### src/design/sec_pkg.sv
// sec_pkg: shared types and constants for the sound event classifier
// no dependencies

package sec_pkg;

    localparam int PEAK_WINDOW = 4;
    localparam int CNT_W       = $clog2(PEAK_WINDOW + 1);

    localparam logic [19:0] BASE_RESET = 20'd409600;

    typedef enum logic [1:0] {
        EV_NONE  = 2'd0,
        EV_LOUD  = 2'd1,
        EV_CLAP  = 2'd2,
        EV_MUSIC = 2'd3
    } event_t;

    typedef enum logic [2:0] {
        CFG_LOUD_RATIO    = 3'd0,
        CFG_BASE_ALPHA    = 3'd1,
        CFG_COOLDOWN      = 3'd2,
        CFG_MUSIC_WINDOW  = 3'd3,
        CFG_CLAP_MIN_GAP  = 3'd4,
        CFG_CLAP_MAX_GAP  = 3'd5,
        CFG_POLL_INTERVAL = 3'd6
    } cfg_idx_t;

    typedef struct packed {
        logic [11:0] loud_ratio;
        logic [15:0] baseline_alpha;
        logic [15:0] cooldown_ms;
        logic [15:0] music_window_ms;
        logic [15:0] clap_min_gap_ms;
        logic [15:0] clap_max_gap_ms;
        logic [15:0] poll_interval_ms;
    } cfg_t;

    typedef struct packed {
        logic        accepted;
        event_t      event_res;
        logic [11:0] level;
    } res_t;

endpackage

### src/design/sec_if.sv
// sec_if: valid/ready channel interfaces for samples and results
// depends on sec_pkg

interface sec_in_if;
    logic        valid;
    logic        ready;
    logic [31:0] time_ms;
    logic [11:0] sample;

    modport source (output valid, output time_ms, output sample, input ready);
    modport sink (input valid, input time_ms, input sample, output ready);
endinterface

interface sec_out_if;
    import sec_pkg::*;
    logic        valid;
    logic        ready;
    logic        accepted;
    logic [1:0]  event_res;
    logic [11:0] level;

    modport source (output valid, output accepted, output event_res, output level,
                    input ready);
    modport sink (input valid, input accepted, input event_res, input level,
                  output ready);
endinterface

### src/design/sound_event_classifier.sv
// sound_event_classifier: top level with input and result registers
// depends on sec_pkg, sec_if, sec_cfg_regs, sec_core
//
//   channel | direction | transaction payload
//   smp     | in        | time_ms[31:0], sample[11:0]
//   res     | out       | accepted, event_res[1:0], level[11:0]
//   cfg     | in        | cfg_we, cfg_index[2:0], cfg_data[15:0]
//
// one sample per cycle while results are not stalled; samples pass input then result register
// state is updated in the cycle a sample moves from the input register to the result register
// a stalled result holds the input register; the input side keeps taking while it is empty
// rst_n clears both registers' valid flags, all classifier state and the config to defaults

module sound_event_classifier (
    input  logic              clk,
    input  logic              rst_n,
    sec_in_if.sink            smp,
    sec_out_if.source         res,
    input  logic              cfg_we,
    input  sec_pkg::cfg_idx_t cfg_index,
    input  logic [15:0]       cfg_data
);
    import sec_pkg::*;

    cfg_t        cfg;
    res_t        core_res;
    logic        in_valid_reg;
    logic [31:0] in_time_reg;
    logic [11:0] in_sample_reg;
    logic        out_valid_reg;
    res_t        out_reg;
    logic        out_free;
    logic        advance;

    assign out_free  = !out_valid_reg || res.ready;
    assign advance   = in_valid_reg && out_free;
    assign smp.ready = !in_valid_reg || out_free;

    sec_cfg_regs u_cfg (
        .clk       (clk),
        .rst_n     (rst_n),
        .cfg_we    (cfg_we),
        .cfg_index (cfg_index),
        .cfg_data  (cfg_data),
        .cfg       (cfg)
    );

    sec_core u_core (
        .clk     (clk),
        .rst_n   (rst_n),
        .step    (advance),
        .time_ms (in_time_reg),
        .sample  (in_sample_reg),
        .cfg     (cfg),
        .result  (core_res)
    );

    always_ff @(posedge clk or negedge rst_n)
    begin
        if (!rst_n)
        begin
            in_valid_reg  <= 1'b0;
            out_valid_reg <= 1'b0;
        end
        else
        begin
            if (smp.ready)
            begin
                in_valid_reg <= smp.valid;
            end
            if (out_free)
            begin
                out_valid_reg <= in_valid_reg;
            end
        end
    end

    always_ff @(posedge clk)
    begin
        if (smp.valid && smp.ready)
        begin
            in_time_reg   <= smp.time_ms;
            in_sample_reg <= smp.sample;
        end
        if (advance)
        begin
            out_reg <= core_res;
        end
    end

    assign res.valid     = out_valid_reg;
    assign res.accepted  = out_reg.accepted;
    assign res.event_res = out_reg.event_res;
    assign res.level     = out_reg.level;

endmodule

### src/design/sec_cfg_regs.sv
// sec_cfg_regs: configuration register file with write port
// depends on sec_pkg

module sec_cfg_regs (
    input  logic              clk,
    input  logic              rst_n,
    input  logic              cfg_we,
    input  sec_pkg::cfg_idx_t cfg_index,
    input  logic [15:0]       cfg_data,
    output sec_pkg::cfg_t     cfg
);
    import sec_pkg::*;

    cfg_t cfg_reg;

    always_ff @(posedge clk or negedge rst_n)
    begin
        if (!rst_n)
        begin
            cfg_reg.loud_ratio       <= 12'd512;
            cfg_reg.baseline_alpha   <= 16'd655;
            cfg_reg.cooldown_ms      <= 16'd150;
            cfg_reg.music_window_ms  <= 16'd3000;
            cfg_reg.clap_min_gap_ms  <= 16'd80;
            cfg_reg.clap_max_gap_ms  <= 16'd600;
            cfg_reg.poll_interval_ms <= 16'd5;
        end
        else if (cfg_we)
        begin
            unique case (cfg_index)
                CFG_LOUD_RATIO:    cfg_reg.loud_ratio       <= cfg_data[11:0];
                CFG_BASE_ALPHA:    cfg_reg.baseline_alpha   <= cfg_data;
                CFG_COOLDOWN:      cfg_reg.cooldown_ms      <= cfg_data;
                CFG_MUSIC_WINDOW:  cfg_reg.music_window_ms  <= cfg_data;
                CFG_CLAP_MIN_GAP:  cfg_reg.clap_min_gap_ms  <= cfg_data;
                CFG_CLAP_MAX_GAP:  cfg_reg.clap_max_gap_ms  <= cfg_data;
                CFG_POLL_INTERVAL: cfg_reg.poll_interval_ms <= cfg_data;
                default:           cfg_reg <= cfg_reg;
            endcase
        end
    end

    assign cfg = cfg_reg;

endmodule

### src/design/sec_core.sv
// sec_core: classifier state and single-pass sample evaluation
// depends on sec_pkg

module sec_core (
    input  logic          clk,
    input  logic          rst_n,
    input  logic          step,
    input  logic [31:0]   time_ms,
    input  logic [11:0]   sample,
    input  sec_pkg::cfg_t cfg,
    output sec_pkg::res_t result
);
    import sec_pkg::*;

    logic [19:0]      base_reg;
    logic [19:0]      base_next;
    logic [31:0]      poll_t_reg;
    logic [31:0]      peak_t_reg;
    logic [31:0]      event_t_reg;
    logic [11:0]      level_reg;
    logic [31:0]      peak_times_reg [PEAK_WINDOW];
    logic [CNT_W-1:0] peak_cnt_reg;

    logic [31:0] poll_diff;
    logic [31:0] cool_diff;
    logic [31:0] gap;
    logic [31:0] span;
    logic        take;
    logic        peak;
    logic        fire;
    logic        music;
    logic        clap;
    logic [31:0] thresh;
    logic [16:0] keep_w;
    logic [36:0] keep_prod;
    logic [35:0] add_prod;
    logic [37:0] ema_sum;
    event_t      ev;

    assign poll_diff = time_ms - poll_t_reg;
    assign cool_diff = time_ms - event_t_reg;
    assign gap       = time_ms - peak_t_reg;
    assign span      = time_ms - peak_times_reg[1];

    assign take   = poll_diff >= {16'd0, cfg.poll_interval_ms};
    assign thresh = base_reg * cfg.loud_ratio;
    assign peak   = {4'd0, sample, 16'd0} > thresh;
    assign fire   = take && peak && (cool_diff >= {16'd0, cfg.cooldown_ms});

    assign keep_w    = 17'h10000 - {1'b0, cfg.baseline_alpha};
    assign keep_prod = base_reg * keep_w;
    assign add_prod  = {sample, 8'd0} * cfg.baseline_alpha;
    assign ema_sum   = {1'b0, keep_prod} + {2'd0, add_prod};
    assign base_next = ema_sum[35:16];

    assign music = (peak_cnt_reg >= CNT_W'(PEAK_WINDOW - 1))
                   && (span <= {16'd0, cfg.music_window_ms});
    assign clap  = (gap >= {16'd0, cfg.clap_min_gap_ms})
                   && (gap <= {16'd0, cfg.clap_max_gap_ms});

    always_comb
    begin
        ev = EV_NONE;
        if (fire)
        begin
            priority if (music)
                ev = EV_MUSIC;
            else if (clap)
                ev = EV_CLAP;
            else
                ev = EV_LOUD;
        end
    end

    assign result.accepted  = take;
    assign result.event_res = ev;
    assign result.level     = take ? sample : level_reg;

    always_ff @(posedge clk or negedge rst_n)
    begin
        if (!rst_n)
        begin
            base_reg     <= BASE_RESET;
            poll_t_reg   <= '0;
            peak_t_reg   <= '0;
            event_t_reg  <= '0;
            level_reg    <= '0;
            peak_cnt_reg <= '0;
            for (int i = 0; i < PEAK_WINDOW; i++)
            begin
                peak_times_reg[i] <= '0;
            end
        end
        else if (step && take)
        begin
            poll_t_reg <= time_ms;
            level_reg  <= sample;
            if (!peak)
            begin
                base_reg <= base_next;
            end
            if (fire)
            begin
                peak_t_reg  <= time_ms;
                event_t_reg <= time_ms;
                for (int i = 0; i < PEAK_WINDOW - 1; i++)
                begin
                    peak_times_reg[i] <= peak_times_reg[i + 1];
                end
                peak_times_reg[PEAK_WINDOW - 1] <= time_ms;
                if (peak_cnt_reg < CNT_W'(PEAK_WINDOW))
                begin
                    peak_cnt_reg <= peak_cnt_reg + 1'b1;
                end
            end
        end
    end

endmodule

### src/flat_wrapper.sv
// flat-port wrapper written by rule: the top's interface ports become plain ports
module sound_event_classifier_flat import sec_pkg::*;
  (clk, rst_n, cfg_we, cfg_index, cfg_data, smp_valid, smp_time_ms, smp_sample, smp_ready, res_valid, res_accepted, res_event_res, res_level, res_ready);
  sec_in_if smp_i ();
  sec_out_if res_i ();
  input  logic clk;
  input  logic rst_n;
  input  logic cfg_we;
  input  sec_pkg::cfg_idx_t cfg_index;
  input  logic [15:0] cfg_data;
  input wire logic [$bits(smp_i.valid)-1:0] smp_valid;
  input wire logic [$bits(smp_i.time_ms)-1:0] smp_time_ms;
  input wire logic [$bits(smp_i.sample)-1:0] smp_sample;
  output wire logic [$bits(smp_i.ready)-1:0] smp_ready;
  output wire logic [$bits(res_i.valid)-1:0] res_valid;
  output wire logic [$bits(res_i.accepted)-1:0] res_accepted;
  output wire logic [$bits(res_i.event_res)-1:0] res_event_res;
  output wire logic [$bits(res_i.level)-1:0] res_level;
  input wire logic [$bits(res_i.ready)-1:0] res_ready;
  assign smp_i.valid = smp_valid;
  assign smp_i.time_ms = smp_time_ms;
  assign smp_i.sample = smp_sample;
  assign smp_ready = smp_i.ready;
  assign res_valid = res_i.valid;
  assign res_accepted = res_i.accepted;
  assign res_event_res = res_i.event_res;
  assign res_level = res_i.level;
  assign res_i.ready = res_ready;
  sound_event_classifier u_core (.clk(clk), .rst_n(rst_n), .smp(smp_i), .res(res_i), .cfg_we(cfg_we), .cfg_index(cfg_index), .cfg_data(cfg_data));
endmodule
### config.mk
export PLATFORM = sky130hd
export DESIGN_NAME = sound_event_classifier_flat
export DESIGN_NICKNAME = d
export VERILOG_FILES = /design/src/design/sec_pkg.sv /design/src/design/sec_if.sv /design/src/design/sound_event_classifier.sv /design/src/design/sec_cfg_regs.sv /design/src/design/sec_core.sv /design/src/flat_wrapper.sv
export SDC_FILE = /design/constraint.sdc
export NUM_CORES = 2
export LEC_CHECK = 0
export ABC_CLOCK_PERIOD_IN_PS = 22000
export BUFFER_PORTS_ARGS = -buffer_cell sky130_fd_sc_hd__buf_4
export CAP_MARGIN = 20
export CORE_MARGIN = 3
export CORE_UTILIZATION = 45
export DETAILED_ROUTE_END_ITERATION = 10
export SLEW_MARGIN = 15
export SYNTH_ARGS = -nofsm -noshare
export SYNTH_HDL_FRONTEND = slang
export SYNTH_SLANG_ARGS = --single-unit
### constraint.sdc
create_clock -name clk -period 22 [get_ports clk]
set_clock_uncertainty 0.1 [all_clocks]
set_input_delay 4.4 -clock clk [delete_from_list [all_inputs] [get_ports clk]]
set_output_delay 4.4 -clock clk [all_outputs]
set_load 0.1 [all_outputs]
== Word level (Yosys, flattened, before mapping) ==
Index checks and enable logic that the tools add are counted.

* Multipliers: 3
* Add/subtract/negate cells: 6
* Eq/ne operators: 6
* Reduce and logical (&&, ||, !) cells: 22
* Order comparisons: 8
* Bitwise logic cells: 1
* Muxes and demuxes: 3

{| class="wikitable"
|+ Operators by type and width
! kind !! number
|-
| >= comparator 32 x 16 -> 1 bit || 3
|-
| subtractor 32 bit || 3
|-
| <= comparator 32 x 16 -> 1 bit || 2
|-
| adder 36 bit || 1
|-
| multiplier 20 x 17 -> 36 bit || 1
|-
| > comparator 28 x 32 -> 1 bit || 1
|-
| multiplier 20 x 12 -> 32 bit || 1
|-
| multiplier 12 x 16 -> 28 bit || 1
|-
| AND reduction 2 bit || 9
|-
| subtractor 17 x 16 -> 17 bit (first input constant) || 1
|-
| 2-to-1 mux 12 bit || 1
|-
| == test 3 bit (second input constant) || 3
|-
| logical AND 1 bit || 7
|-
| == test 3 x 2 -> 1 bit (second input constant) || 2
|-
| 2-to-1 mux 2 bit || 2
|-
| adder 3 x 1 -> 3 bit (second input constant) || 1
|-
| == test 3 x 1 -> 1 bit (second input constant) || 1
|-
| >= comparator 3 x 2 -> 1 bit (second input constant) || 1
|-
| zero test 3 bit || 1
|-
| less-than comparator 3 bit (second input constant) || 1
|-
| AND reduction 3 bit || 1
|-
| zero test 1 bit || 2
|-
| logical OR 1 bit || 2
|-
| NOT 1 bit || 1
|}

* Word-level logic and storage cells: 70
* Register bits: 332

== Logic depth before layout (Yosys ltp) ==
* Word-level depth: 5
* Depth in mapped cells: 41

== Modules after synthesis ==
From an unflattened synthesis, not the netlist that was laid out.

* Cells, all modules: 4,838
* Area, all modules: 45,300.9 um2

{| class="wikitable"
|+ Modules (own cells, without submodules)
! module !! instances !! area an instance (um2) !! cells an instance
|-
| sec_core || 1 || 39,187.6 || 4,537
|-
| sec_cfg_regs || 1 || 4,237.8 || 234
|-
| sound_event_classifier || 1 || 1,875.5 || 67
|}

== Least setup slack after synthesis ==
No wires, ideal clock.

* Kind: input -> output
* Start point: in res_ready
* End point: out smp_ready
* Path buffers: 0
* Required time: 17.500 ns
* Arrival: 5.222 ns
* Cell stages on the path: 1
* Path slack: 12.278 ns
* Path through: nand3b_1

* Longest elaborated chain between the ends: 2

{| class="wikitable"
|+ RTL lines
! item !! line !! text
|-
| start, declared || flat_wrapper.sv:19 || <nowiki>input wire logic [$bits(res_i.ready)-1:0] res_ready;</nowiki>
|-
| logical OR 1 bit || sound_event_classifier.sv:35 || <nowiki>assign out_free = !out_valid_reg || res.ready;</nowiki>
|-
| logical OR 1 bit || sound_event_classifier.sv:37 || <nowiki>assign smp.ready = !in_valid_reg || out_free;</nowiki>
|-
| end, declared || flat_wrapper.sv:14 || <nowiki>output wire logic [$bits(smp_i.ready)-1:0] smp_ready;</nowiki>
|}

No other way between the ends.

== Final worst setup path ==
* Start point: reg u_core.in_sample_reg[0]
* End point: reg u_core.u_core.base_reg[19]

* Longest elaborated chain between the ends: 3
* Elaborated cells on any way between the ends: 5
* Classes of those cells: 1 x add/sub; 1 x mul; 1 x order compare; 1 x bitwise; 1 x reduce/logical

{| class="wikitable"
|+ RTL lines
! item !! line !! text
|-
| start, declared || sound_event_classifier.sv:29 || <nowiki>logic [11:0] in_sample_reg;</nowiki>
|-
| start signal, assigned || sound_event_classifier.sv:83 || <nowiki>in_sample_reg <= smp.sample;</nowiki>
|-
| parallel branches: the longest is 3 deep, another holds adder 36 bit || - ||
|-
| end signal, assigned || sec_core.sv:100 || <nowiki>base_reg <= base_next;</nowiki>
|-
| end, declared || sec_core.sv:15 || <nowiki>logic [19:0] base_reg;</nowiki>
|}

Parallel ways; which one is timed is not known.
A chain may end at the register's enable or synchronous reset.

==> results.toml <==
[yosys]
synth_top_cell_by_area = "fa_1"
avgSynthCellArea_um2 = 9.27
synth_cell_types = 87
ys_ff_latch = 332
synth_top_cell_area_share_pct = 27.4
synth-edff-count = 59
async_reset_ff_share_pct = 82.2
ys_seq_area_share_pct = 19.2
synth_flop_cell = "dfrtp_1"
syn_area_um2 = 45100
yosys-top-cells-area = "fa_1 (27%), dfrtp_1 (14%), ha_1 (12%)"
ys_warn_count = 0
synth_fp_nets = 5978
syn_inst = 4867

[cts]
cts.repair.resized = 0
clkLatencyLatePin_ps = 600
cts_max_level = 2
holdBufCountCts = 0
clk_pin_slew_worst_paths_ps = 60
cts-root-buf = "clkbuf_16"
cts_max_path_buffers = 3
cts_tree = "done"
clkSinkCount = 332
post_cts.repair.setup_buffers = 0
numCtsBuffers = 42

[worst_setup_path]
cp_slowest_cell = "edfxtp_1"
cp_slowest_stage_delay_ps = 930
crit_family = "adder cells"
worstSetupStartpoint = "u_core.in_sample_reg[0]"
cp-end-kind = "register"
r2r_start = "u_core.in_sample_reg[0]"
r2r_end = "u_core.u_core.base_reg[19]"
cp-endpoint = "u_core.u_core.base_reg[19]"
r2r_slack_ps = 11640
cp.depth = 33
arrival_ps = 10700
cp.required_ps = 22340
crit_path_max_fanout = 19
critPathKind = "register to register"
start_kind = "register"
crit_top_cell = "fa_1"
cp_num_buf_inv = 6
r2r_cells = 33

[route]
wire_per_inst_um = 18.8
drt_pass1_iterations = 5
drt_iter0_markers = 1976
drt-total-wl_um = 116000
ant_nets = 0
avgViaCountPerCell = 5.38
num_vias = 33094
drc_errors = 0

[final_layout]
syn_to_final_growth_pct = 7.11
final_cell_mix = "inv_1 (940), nand2_1 (667), fa_1 (617)"
nFillCells = 9266
nNetsFinal = 5938
antennaDiodeCount = 0
layout-drive-gt1-share_pct = 9.38
largest_register_ffs = 108
instances_no_fill = 6148
layout.cells.most_common = "inv_1"

[run]
cap_violations = 0

[floorplan]
coreArea_um2 = 98900
fp.dieH_um = 323
rows = 115
fp.dieArea_um2 = 104000
pin_count = 85
start_util_pct = 45.6
die_x_um = 323

[placed_design]
gp_congestion = 0.917
post-dp-hpwl_um = 90400
port_buffers = 84
dp_cells = 6069

[run_status]
status = "completed"

[timing]
max_slew_margin_pct = 31.6
whs_ps = 379
worst_pin_slew_ps = 1010
rsz0062_at_grt = "false"
period_needed_ps = 10360
max_freq_mhz = 96.5
drv_slew = 0
min_period_over_period_pct = 47.1
hold_violations = 0
setup_viol = 0
setup_tns_ps = 0

[grt]
grt_pass1_wl_um = 190000
grt_max_degree = 90
groute.usage.overall_pct = 23.1
globalRouteOverflowTotal = 0
grt_pass1_vias = 34184
antenna_found_initial = 2

[hold_path]
hold_class = "register to register"
==> through the flow <==
step	setup slack [ps]	utilization (%)	instance area (um2)
detailed placement	11850	47.4	46900
global route	11150	48.9	48300
floorplan	12280	-	45100
finish	11640	48.9	48300
global placement	11850	47.4	46900
CTS	11780	48.9	48300
==> how the worst min path moves through the flow <==
stage	start	to	slack, ps	cells after the start
6_report	u_core.u_core.peak_times_reg[49]	u_core.u_core.peak_times_reg[49]	380	1
5_1_grt	u_core.u_core.peak_times_reg[49]	u_core.u_core.peak_times_reg[49]	390	1
4_1_cts	u_core.u_core.peak_times_reg[49]	u_core.u_core.peak_times_reg[49]	380	1
3_5_place_dp	u_core.u_core.peak_times_reg[49]	u_core.u_core.peak_times_reg[49]	370	1
3_3_place_gp	u_core.u_core.peak_times_reg[50]	u_core.u_core.peak_times_reg[50]	360	1
2_1_floorplan	u_core.u_core.peak_times_reg[32]	u_core.u_core.peak_times_reg[32]	350	1
==> layer usage <==
layer	part of all wire, %	track usage, %	wire (um)
met1	46	32.7	52900
met2	47	38.2	54100
met3	5.8	3.12	6700
met4	1.7	4.07	2000
met5	0.0095	0	11
==> worst reg2reg max path, delay by kind of cell, from the launching register on <==
kind                       cells  cell delay [ps]
muxes                          1              160
xor gates and xnor gates       2              630
adders and majority gates     11             5240
AOI/OAI and AO/OA             10             2340
and+or+nand+nor                3              480
buffers and inverters          6              310
DFF                            1              930
==> synth_stat cells, drive strengths merged, types with 25 or more instances <==
| cell type | n |
|---|---|
| nand2b | 31 |
| mux2 | 232 |
| nor2b | 29 |
| xnor2 | 82 |
| a21oi | 170 |
| dfrtp | 244 |
| nand3 | 40 |
| nor3 | 48 |
| o21a | 39 |
| xor2 | 55 |
| nand4 | 39 |
| and2 | 268 |
| clkbuf | 197 |
| o21ai | 164 |
| a211oi | 25 |
| fa | 617 |
| inv | 940 |
| nand2 | 667 |
| dfstp | 29 |
| edfxtp | 59 |
| nor2 | 88 |
| buf | 25 |
| ha | 426 |
| a21o | 78 |
==> cell type report <==
class | instances | area [um2] | area share, %
Sequential cell | 332 | 8640 | 17.9
Clock buffer | 62 | 1220 | 2.52
Timing Repair Buffer | 138 | 1050 | 2.17
Inverter | 940 | 3530 | 7.30
Multi-Input combinational cell | 3373 | 32100 | 66.4
Tap cell | 1287 | 1610 | 3.33
Clock inverter | 16 | 199 | 0.412
==> cell families (layout without fill, tap and decap cells) <==
kind of cell    Yosys count  after routing  synth area share (%)
simple gates           1315           1315                  14.1
compound gates          633            633                  9.02
flops                   332            332                  19.2
xor+xnor                138            138                  2.71
mux                     244            244                  6.06
buf+inv                1162           1156                  9.80
fa+ha+maj              1043           1043                  39.2
Power is not shown: default switching activity piles up to over one toggle a cycle in this logic, so the estimate is an artifact.
